<file path="config.mk">
export PLATFORM = sky130hd
export DESIGN_NAME = i2c_eeprom_master
export DESIGN_NICKNAME = d
export VERILOG_FILES = /design/src/design/i2cem_pkg.sv /design/src/design/i2cem_core.sv /design/src/design/i2c_eeprom_master.sv
export SDC_FILE = /design/constraint.sdc
export NUM_CORES = 1
export LEC_CHECK = 0
export BUFFER_PORTS_ARGS = -buffer_cell sky130_fd_sc_hd__buf_2
export CORE_AREA = 5 5 120 122
export CTS_CLUSTER_SIZE = 14
export DETAILED_ROUTE_END_ITERATION = 8
export DIE_AREA = 0 0 125 127
export PLACE_DENSITY = 0.74
export SYNTH_ARGS = -nofsm -noshare
export SYNTH_HDL_FRONTEND = slang
export SYNTH_SLANG_ARGS = --single-unit
export TNS_END_PERCENT = 20
</file>
<file path="constraint.sdc">
create_clock -name clk -period 4.6 [get_ports clk]
set_input_delay 0.92 -clock clk [delete_from_list [all_inputs] [get_ports clk]]
set_output_delay 0.92 -clock clk [all_outputs]
set_load 0.05 [all_outputs]
</file>
<file path="src/design/i2cem_pkg.sv">
// i2cem_pkg: shared types, phase codes and bus level tables for the
// i2c eeprom master. No dependencies; used by i2cem_core and i2c_eeprom_master.
package i2cem_pkg;

  // command kinds
  localparam logic [1:0] KIND_TICK  = 2'd0;
  localparam logic [1:0] KIND_WRITE = 2'd1;
  localparam logic [1:0] KIND_READ  = 2'd2;

  // configuration register indexes
  localparam logic [1:0] CFG_DEV_ADDR = 2'd0;
  localparam logic [1:0] CFG_HALF_PER = 2'd1;
  localparam logic [1:0] CFG_SHORT_PH = 2'd2;

  // configuration reset values
  localparam logic [6:0]  DEV_ADDR_RST = 7'd80;
  localparam logic [15:0] HALF_PER_RST = 16'd250;
  localparam logic [15:0] SHORT_PH_RST = 16'd50;

  // bus phase codes
  localparam int unsigned PHASE_W = 4;
  localparam logic [PHASE_W-1:0] PH_IDLE    = 4'd0;
  localparam logic [PHASE_W-1:0] PH_ST_HIGH = 4'd1;
  localparam logic [PHASE_W-1:0] PH_ST_LOW  = 4'd2;
  localparam logic [PHASE_W-1:0] PH_TX_LOW  = 4'd3;
  localparam logic [PHASE_W-1:0] PH_TX_HIGH = 4'd4;
  localparam logic [PHASE_W-1:0] PH_AK_LOW  = 4'd5;
  localparam logic [PHASE_W-1:0] PH_AK_HIGH = 4'd6;
  localparam logic [PHASE_W-1:0] PH_RS_LOW  = 4'd7;
  localparam logic [PHASE_W-1:0] PH_RX_LOW  = 4'd8;
  localparam logic [PHASE_W-1:0] PH_RX_HIGH = 4'd9;
  localparam logic [PHASE_W-1:0] PH_NK_LOW  = 4'd10;
  localparam logic [PHASE_W-1:0] PH_NK_HIGH = 4'd11;
  localparam logic [PHASE_W-1:0] PH_NK_END  = 4'd12;
  localparam logic [PHASE_W-1:0] PH_SP_LOW  = 4'd13;
  localparam logic [PHASE_W-1:0] PH_SP_HIGH = 4'd14;
  localparam logic [PHASE_W-1:0] PH_SP_END  = 4'd15;

  // per-phase levels, bit n belongs to phase code n
  localparam logic [15:0] SCL_LEVEL = 16'b1100_1010_0101_0111;
  localparam logic [15:0] SDA_LEVEL = 16'b1001_1111_1110_0011;
  localparam logic [15:0] LONG_PH   = 16'b1101_1110_0001_1110;

  typedef struct packed {
    logic [1:0] kind;
    logic [7:0] mem_address;
    logic [7:0] write_data;
    logic       sda_in;
  } in_item_t;

  typedef struct packed {
    logic       scl_out;
    logic       sda_out;
    logic       busy_res;
    logic       done_res;
    logic [7:0] read_data;
    logic       ack_error;
  } out_item_t;

  typedef struct packed {
    logic [6:0]  device_address;
    logic [15:0] half_period_ticks;
    logic [15:0] short_phase_ticks;
  } cfg_regs_t;

endpackage

</file>
<file path="src/design/i2cem_core.sv">
// i2cem_core: bus sequencer state and its one-tick step logic.
// Depends on i2cem_pkg.
module i2cem_core (
  input  logic                 clk,
  input  logic                 rst_n,
  input  logic                 step_en,
  input  i2cem_pkg::in_item_t  item,
  input  i2cem_pkg::cfg_regs_t cfg,
  output i2cem_pkg::out_item_t result
);
  import i2cem_pkg::*;

  logic [PHASE_W-1:0] phase_r, phase_nxt;
  logic [2:0]  bit_cnt_r, bit_cnt_nxt;
  logic [15:0] tick_r, tick_nxt;
  logic [7:0]  shift_r, shift_nxt;
  logic [7:0]  addr_r, addr_nxt;
  logic [7:0]  data_r, data_nxt;
  logic        rd_r, rd_nxt;
  logic [7:0]  rx_byte_r, rx_byte_nxt;
  logic        ack_miss_r, ack_miss_nxt;
  logic [1:0]  byte_idx_r, byte_idx_nxt;
  logic        done;
  logic [15:0] len_raw, len_eff;
  logic        phase_end;
  logic [7:0]  rx_shift;

  // byte sent at a given position of the frame
  function automatic logic [7:0] frame_byte(input logic [1:0] idx, input logic [6:0] dev,
                                            input logic [7:0] addr, input logic [7:0] data,
                                            input logic rd);
    logic [7:0] dev_w;
    dev_w = {dev, 1'b0};
    if (idx == 2'd0) begin
      frame_byte = dev_w;
    end else if (idx == 2'd1) begin
      frame_byte = addr;
    end else begin
      frame_byte = rd ? {dev, 1'b1} : data;
    end
  endfunction

  // phase length and end of phase
  assign len_raw   = LONG_PH[phase_r] ? cfg.half_period_ticks : cfg.short_phase_ticks;
  assign len_eff   = (len_raw == 16'd0) ? 16'd1 : len_raw;
  assign phase_end = ({1'b0, tick_r} + 17'd1) >= {1'b0, len_eff};
  assign rx_shift  = {shift_r[6:0], item.sda_in};

  // one tick of the sequencer
  always_comb begin
    phase_nxt    = phase_r;
    bit_cnt_nxt  = bit_cnt_r;
    tick_nxt     = tick_r;
    shift_nxt    = shift_r;
    addr_nxt     = addr_r;
    data_nxt     = data_r;
    rd_nxt       = rd_r;
    rx_byte_nxt  = rx_byte_r;
    ack_miss_nxt = ack_miss_r;
    byte_idx_nxt = byte_idx_r;
    done         = 1'b0;
    if (phase_r == PH_IDLE) begin
      if (item.kind == KIND_WRITE || item.kind == KIND_READ) begin
        addr_nxt     = item.mem_address;
        data_nxt     = item.write_data;
        rd_nxt       = (item.kind == KIND_READ);
        byte_idx_nxt = 2'd0;
        bit_cnt_nxt  = 3'd0;
        tick_nxt     = 16'd0;
        phase_nxt    = PH_ST_HIGH;
      end
    end else if (!phase_end) begin
      tick_nxt = tick_r + 16'd1;
    end else begin
      tick_nxt = 16'd0;
      unique case (phase_r)
        PH_ST_HIGH: phase_nxt = PH_ST_LOW;
        PH_ST_LOW: begin
          shift_nxt   = frame_byte(byte_idx_r, cfg.device_address, addr_r, data_r, rd_r);
          bit_cnt_nxt = 3'd0;
          phase_nxt   = PH_TX_LOW;
        end
        PH_TX_LOW: phase_nxt = PH_TX_HIGH;
        PH_TX_HIGH: begin
          shift_nxt = {shift_r[6:0], 1'b0};
          if (bit_cnt_r == 3'd7) begin
            bit_cnt_nxt = 3'd0;
            phase_nxt   = PH_AK_LOW;
          end else begin
            bit_cnt_nxt = bit_cnt_r + 3'd1;
            phase_nxt   = PH_TX_LOW;
          end
        end
        PH_AK_LOW: phase_nxt = PH_AK_HIGH;
        PH_AK_HIGH: begin
          if (item.sda_in) ack_miss_nxt = 1'b1;
          // next byte, repeated start, read or stop
          if (!rd_r && byte_idx_r == 2'd3) begin
            phase_nxt = PH_SP_LOW;
          end else if (!rd_r && byte_idx_r == 2'd2) begin
            phase_nxt = PH_SP_LOW;
          end else if (byte_idx_r == 2'd0 || !rd_r) begin
            byte_idx_nxt = byte_idx_r + 2'd1;
            shift_nxt    = frame_byte(byte_idx_r + 2'd1, cfg.device_address,
                                      addr_r, data_r, rd_r);
            bit_cnt_nxt  = 3'd0;
            phase_nxt    = PH_TX_LOW;
          end else if (byte_idx_r == 2'd1) begin
            byte_idx_nxt = 2'd2;
            phase_nxt    = PH_RS_LOW;
          end else begin
            bit_cnt_nxt = 3'd0;
            shift_nxt   = 8'd0;
            phase_nxt   = PH_RX_LOW;
          end
        end
        PH_RS_LOW: phase_nxt = PH_ST_HIGH;
        PH_RX_LOW: phase_nxt = PH_RX_HIGH;
        PH_RX_HIGH: begin
          shift_nxt = rx_shift;
          if (bit_cnt_r == 3'd7) begin
            bit_cnt_nxt = 3'd0;
            rx_byte_nxt = rx_shift;
            phase_nxt   = PH_NK_LOW;
          end else begin
            bit_cnt_nxt = bit_cnt_r + 3'd1;
            phase_nxt   = PH_RX_LOW;
          end
        end
        PH_NK_LOW:  phase_nxt = PH_NK_HIGH;
        PH_NK_HIGH: phase_nxt = PH_NK_END;
        PH_NK_END:  phase_nxt = PH_SP_LOW;
        PH_SP_LOW:  phase_nxt = PH_SP_HIGH;
        PH_SP_HIGH: phase_nxt = PH_SP_END;
        PH_SP_END: begin
          phase_nxt = PH_IDLE;
          done      = 1'b1;
        end
        default: phase_nxt = PH_IDLE;
      endcase
    end
  end

  // result fields show the state after the tick
  always_comb begin
    result.scl_out   = SCL_LEVEL[phase_nxt];
    result.sda_out   = (phase_nxt == PH_TX_LOW || phase_nxt == PH_TX_HIGH) ?
                       shift_nxt[7] : SDA_LEVEL[phase_nxt];
    result.busy_res  = (phase_nxt != PH_IDLE);
    result.done_res  = done;
    result.read_data = rx_byte_nxt;
    result.ack_error = ack_miss_nxt;
  end

  // state registers
  always_ff @(posedge clk) begin
    if (!rst_n) begin
      phase_r    <= PH_IDLE;
      bit_cnt_r  <= 3'd0;
      tick_r     <= 16'd0;
      shift_r    <= 8'd0;
      addr_r     <= 8'd0;
      data_r     <= 8'd0;
      rd_r       <= 1'b0;
      rx_byte_r  <= 8'd0;
      ack_miss_r <= 1'b0;
      byte_idx_r <= 2'd0;
    end else if (step_en) begin
      phase_r    <= phase_nxt;
      bit_cnt_r  <= bit_cnt_nxt;
      tick_r     <= tick_nxt;
      shift_r    <= shift_nxt;
      addr_r     <= addr_nxt;
      data_r     <= data_nxt;
      rd_r       <= rd_nxt;
      rx_byte_r  <= rx_byte_nxt;
      ack_miss_r <= ack_miss_nxt;
      byte_idx_r <= byte_idx_nxt;
    end
  end

endmodule

</file>
<file path="src/design/i2c_eeprom_master.sv">
// i2c_eeprom_master: top level with config registers and a two-entry result buffer.
// Results are registered in the output stage, or the skid stage if it stays full.
// Throughput: one input beat per cycle while results are taken; the step logic
// is combinational and a skid stage holds one extra result.
// Reset: synchronous active low rst_n clears sequencer state and buffer valids
// and loads the config registers with their defaults.
// Depends on i2cem_pkg and i2cem_core.
module i2c_eeprom_master (
  input  logic                 clk,
  input  logic                 rst_n,
  input  logic                 in_valid,
  output logic                 in_ready,
  input  i2cem_pkg::in_item_t  in_item,
  output logic                 out_valid,
  input  logic                 out_ready,
  output i2cem_pkg::out_item_t out_item,
  input  logic                 cfg_valid,
  output logic                 cfg_ready,
  input  logic [1:0]           cfg_index,
  input  logic [15:0]          cfg_data
);
  import i2cem_pkg::*;

  cfg_regs_t cfg_r;
  out_item_t step_res;
  out_item_t out_r;
  out_item_t skid_r;
  logic      out_valid_r;
  logic      skid_valid_r;
  logic      push;
  logic      pop;

  assign cfg_ready = 1'b1;
  assign in_ready  = !skid_valid_r;
  assign push      = in_valid && in_ready;
  assign pop       = out_valid_r && out_ready;
  assign out_valid = out_valid_r;
  assign out_item  = out_r;

  // configuration writes
  always_ff @(posedge clk) begin
    if (!rst_n) begin
      cfg_r.device_address    <= DEV_ADDR_RST;
      cfg_r.half_period_ticks <= HALF_PER_RST;
      cfg_r.short_phase_ticks <= SHORT_PH_RST;
    end else if (cfg_valid) begin
      unique case (cfg_index)
        CFG_DEV_ADDR: cfg_r.device_address    <= cfg_data[6:0];
        CFG_HALF_PER: cfg_r.half_period_ticks <= cfg_data;
        CFG_SHORT_PH: cfg_r.short_phase_ticks <= cfg_data;
        default: ;
      endcase
    end
  end

  i2cem_core u_core (
    .clk     (clk),
    .rst_n   (rst_n),
    .step_en (push),
    .item    (in_item),
    .cfg     (cfg_r),
    .result  (step_res)
  );

  // output register plus skid stage
  always_ff @(posedge clk) begin
    if (!rst_n) begin
      out_valid_r  <= 1'b0;
      skid_valid_r <= 1'b0;
    end else if (skid_valid_r) begin
      if (pop) begin
        out_valid_r  <= 1'b1;
        skid_valid_r <= 1'b0;
      end
    end else if (!out_valid_r || pop) begin
      out_valid_r <= push;
    end else if (push) begin
      skid_valid_r <= 1'b1;
    end
  end

  // result beat payloads
  always_ff @(posedge clk) begin
    if (skid_valid_r) begin
      if (pop) out_r <= skid_r;
    end else if (!out_valid_r || pop) begin
      if (push) out_r <= step_res;
    end else if (push) begin
      skid_r <= step_res;
    end
  end

endmodule
</file>
== Word-level counts from Yosys, hierarchy flattened ==
Memories as Yosys holds them, arrays and structs flattened. A register that Yosys moved wholly into a read port is not among the register bits.
Index checks and enable logic that the tools add are counted.
Word-level totals
  memories: 3
  ROM bits: 48
  output and inout bits: 16
  flip-flop bits (word level): 126
  input port bits: 42
Cells by class
  mux-type cells: 72
  bitwise logic cells: 3
  $lt $le $gt $ge: 3
  $add $sub $neg: 4
  reduce and logical (&&, ||, !) cells: 36
  equality and inequality tests: 36
Memories
  (no name shown): depth 16, width 1, rd ports 1, clocked after memory_dff 0, write ports 0, RTL line i2cem_core.sv:146  | result.scl_out = SCL_LEVEL[phase_nxt];
  (no name shown): depth 16, width 1, rd ports 1, clocked after memory_dff 0, write ports 0, RTL line i2cem_core.sv:148  | shift_nxt[7] : SDA_LEVEL[phase_nxt];
  (no name shown): depth 16, width 1, rd ports 1, clocked after memory_dff 1, write ports 0, RTL line i2cem_core.sv:44  | assign len_raw = LONG_PH[phase_r] ? cfg.half_period_ticks : cfg.short_phase_ticks;
Operators by type and width (count)
  two-way mux 8 bit: 15
  two-way mux 16 bit: 5
  case mux 4 bit (14 select lines): 1
  two-way mux 13 bit: 4
  two-way mux 4 bit: 9
  equality test 4 bit, second input constant: 8
  case mux 8 bit (4 select lines): 1
  two-way mux 3 bit: 9
  AND reduction 7 bit: 3
  equality test 4 x 3 -> 1 bit, second input constant: 5
  two-way mux 1 bit: 18
  two-way mux 2 bit: 9
  adder 16 x 1 -> 17 bit, second input constant: 1
  >= comparator 17 x 16 -> 1 bit: 1
  adder 16 x 1 -> 16 bit, second input constant: 1
  zero test 16 bit: 1
  equality test 4 x 2 -> 1 bit, second input constant: 3
  nonzero test 4 bit: 3
  < comparator 4 x 5 -> 1 bit, second input constant: 2
  AND reduction 2 bit: 5
  case mux 3 bit (3 select lines): 1
  AND reduction 3 bit: 3
  equality test 2 x 1 -> 1 bit, second input constant: 4
  equality test 2 bit, second input constant: 4
  18 further kinds: 38

== Longest topological paths before layout ==
  depth in word-level cells: 14
  mapped depth: 19

== Modules after synthesis ==
A second synthesis with hierarchy kept.
Second synthesis, totals
  cell total of the unflattened synthesis: 759
  area, all modules: 6919.1 um^2
By module, submodules not included
  i2cem_core: instances 1, cells each 552, sequential area each 1201.2 um^2, area each 4454.3 um^2
  i2c_eeprom_master: instances 1, cells each 207, sequential area each 1601.5 um^2, area each 2464.9 um^2

== Worst setup path after synthesis ==
Ideal clock, no wire load.
  kind: register to register
  start: reg with a tool-made name
  end: reg out_r (netlist bit out_item[11]) (data pin)
  stages on the path, launching flop included: 19
  arrival time: 4.833 ns
  library setup time: 0.132 ns
  slack: -0.365 ns
  clock period less this slack: 4.965 ns
  cell sequence: dfxtp_1 clkbuf_1 clkbuf_1 mux2i_1 nand4_1 or4_1 nand2_1 ha_1 nand2b_1 a2111oi_0 or4_4 a21oi_4 o41ai_1 or2_2 inv_1 ha_1 or4_1 a32oi_1 o31a_1
RTL lines
  end signal: assignment: RTL line i2c_eeprom_master.sv:85  | if (pop) out_r <= skid_r;
  end signal: assignment: RTL line i2c_eeprom_master.sv:87  | if (push) out_r <= step_res;
  end: declaration: RTL line i2c_eeprom_master.sv:26  | out_item_t out_r;

==> impl_metrics.ini <==
[critical_path]
worst_ep_required_time_ns = 4.89
r2r-end = out_item[11]
crit_fanout = 8
cp.depth = 17
critPathLaunchType = flop
reg2reg_slack_ns = 0.21
cpPeakStageDelay_ns = 0.55
crit_family = simple AND/OR/NAND/NOR gates
worstSetupPathType = flop to flop
worst-r2r-cell-count = 17
critPathBufInv = 2
end_kind = flop
crit_slowest_cell = or4_1
critPathArrivalTime_ns = 4.69
crit_chain = buf_12, mux2i_2, nand4_1, or4_1, nand2_1, ha_1, nand2b_1, a2111oi_2, or4_4, a21oi_4, o41ai_4, or2_4, inv_1, ha_1, or4_1, a32oi_2, o31a_1

[logic_synthesis]
synth_xor_area_frac = 0.0190
yosysWarnings = 0
synth-compound-area-share = 0.190
synth.area.top_cells = dfxtp_1, edfxtp_1, nand2_1
mappedNetlistArea_sq_um = 6900
synth_edf_count = 26
synth_adder_area_share = 0.0490
synth_top_family_by_area = simple AND/OR/NAND/NOR gates
synthSimpleGateAreaFrac = 0.221
ys_ff_latch = 127
syn_inst = 789
synth.area.mux_share = 0.0746
synth_async_sr_flop_share = 0
avgSynthCellArea_sq_um = 8.74
synth_cell_types = 70
ys_seq_area_frac = 0.406
syn_nets = 858
synth_flop_cell = dfxtp_1
synth_top_cell_by_area = dfxtp_1
synth_top_area_frac = 0.293

[floorplan]
fp.dieW_um = 125
core_sq_um = 13100
die-area_sq_um = 15900
rows = 42
num_io_pins = 58
initial_core_util = 0.527
dieHeight_um = 127

[cells_and_area]
utilization = 0.615
final_nets = 904
layout_common_cells = nand2_1, dfxtp_1, buf_2
final_common_cell = nand2_1
diodes = 0
syn_to_final_growth_pct = 16.7
fin_area_sq_um = 8050
layout-drive-gt1-share = 0.193

[grt]
grt_pass1_wl_um = 28300
grt_use_total = 0.213
grt_max_degree = 60
grt_pass1_vias = 5853
grt.overflow.total = 0
antenna_found_initial = 0

[route]
vias = 5997
drtAntennaViolNets = 0
drt-total-wl_um = 16900
via_per_inst = 5.86
drc_errors = 0
wl_per_cell_um = 16.5
drt_iter0_drc = 384
dr.pass1.iters = 5

[clock_tree]
cts_made_buffers = 17
path_clk_slew_ns = 0.06
clock_latency_ns = 0.42
cts_max_level = 4
cts_tree = yes
cts-hold-fix-buffers = 0
clock_path_buffers = 2
cts.sinks = 127
cts_root_buf = clkbuf_16

[sta]
slew_viol_final = 0
max_freq_mhz = 228
fin_crit_ns = 4.39
fin_worst_skew_ns = 0.0116
slew_headroom = 0.146
finalHoldViolations = 0
finalSetupViolations = 0
fin_crit_sh = 0.955
tightest_slew_ns = 1.28

[power]
power_leakage_nw = 3.21
power_density_nw_per_um2 = 349
ir_drop_v = 0.000241

[placement]
placed_cell_area_sq_um = 7370
hpwlAfterDp_um = 11700
io_buffers = 56
gp_congestion = 0.921

[worst_hold_path]
holdPathEnd = cfg_r[27]
hold_path_startpoint = cfg_r[27]
worstHoldPathType = flop to flop
hold_depth = 2

[run]
maxCapViolCount = 0

[status]
outcome = finished clean
[cells by family (layout without fill, tap and decap cells)]
group / Yosys count / after routing
XOR/XNOR: 15 / 15
flip-flops: 127 / 127
AO/OA/AOI/OAI: 178 / 178
other: 1 / 1
AND/OR/NAND/NOR: 322 / 322
multiplexers: 49 / 49
buffers and inverters: 70 / 129
adder cells (fa/ha/maj): 27 / 27
[per-stage QoR]
step	instances	hold slack [ns]	setup WS [ns]	total power [W]	TNS [ns]
floorplan	789	0.438	0.158	0.00147	0
global placement	990	0.447	0.287	0.00156	0
detailed placement	990	0.455	0.0589	0.00157	0
CTS	1022	0.468	0.000194	0.00280	0
global route	1024	0.490	-0.00362	0.00292	-0.00362
finish	1024	0.467	0.206	0.00281	0
[worst register-to-register path, cell delays in order, from the launching register on]
cell and delay [ns]:
dfxtp_2 0.38, buf_12 0.16, mux2i_2 0.30, nand4_1 0.13
or4_1 0.52, nand2_1 0.09, ha_1 0.22, nand2b_1 0.16
a2111oi_2 0.35, or4_4 0.21, a21oi_4 0.07, o41ai_4 0.36
or2_4 0.19, inv_1 0.04, ha_1 0.20, or4_1 0.55
a32oi_2 0.23, o31a_1 0.14
[state kept, by name, summed over array words and instances, names as in the netlist, 4 cells and up, named ones only]
signal,flops
cfg_r,39
skid_r,13
u_core.rx_byte_r,8
u_core.data_r,8
out_item,13
u_core.addr_r,8
u_core.tick_r,16
u_core.phase_r,4
u_core.shift_r,8
[Yosys cell counts, drive strengths merged (3+ instances only)]
| cell | count |
|---|---|
| nand2 | 152 |
| o211ai | 5 |
| or2 | 14 |
| nand3 | 26 |
| nor2b | 22 |
| inv | 19 |
| nand2b | 11 |
| buf | 12 |
| mux2i | 30 |
| nor4 | 3 |
| xor2 | 5 |
| o211a | 11 |
| a21o | 4 |
| ha | 27 |
| and3 | 3 |
| o22ai | 8 |
| edfxtp | 26 |
| or3 | 3 |
| nand3b | 6 |
| o311a | 6 |
| o221ai | 7 |
| nor3b | 3 |
| a22oi | 10 |
| or4 | 3 |
| mux2 | 19 |
| nand4 | 10 |
| nor2 | 40 |
| and2 | 3 |
| nor3 | 18 |
| xnor2 | 10 |
| dfxtp | 101 |
| o21a | 3 |
| o21ai | 12 |
| a21boi | 46 |
| a21oi | 37 |
| clkbuf | 39 |
[area by class of cell]
class,count,area (sq um)
Timing Repair Buffer,78,475
Sequential cell,127,2810
Clock buffer,26,479
Tap cell,176,220
Inverter,19,71.3
Multi-Input combinational cell,592,3940
Fill cell,1118,5030
Clock inverter,6,61.3
[what timing repair did]
action | in CTS | in global routing
hold endpoints to repair | 0 | 0
gates resized for setup | 0 | 23
setup endpoints to repair | 0 | 12
setup buffers | 0 | 1
[where the power goes]
part           internal, W  switching, W
clock network     0.000769      0.000471
logic             0.000141      0.000212
registers          0.00119     0.0000337
total              0.00210      0.000717
[worst max-delay path by stage]
stage                         endpoint  slack [ns]  start
after CTS                 out_item[11]      0.0002   flop
after floorplan           out_item[11]        0.16   flop
after global routing      out_item[11]      -0.004   flop
after detailed placement  out_item[11]        0.06   flop
after global placement    out_item[11]        0.29   flop
final                     out_item[11]        0.21   flop
[routing by layer]
metal,track usage,vias to the layer above,wire (um)
met5,0,-,0
met1,0.290,2878,7860
met2,0.332,194,7850
met3,0.0513,33,924
li1,-,2892,-
met4,0.0759,0,293
(Power assumes the default switching activity.)
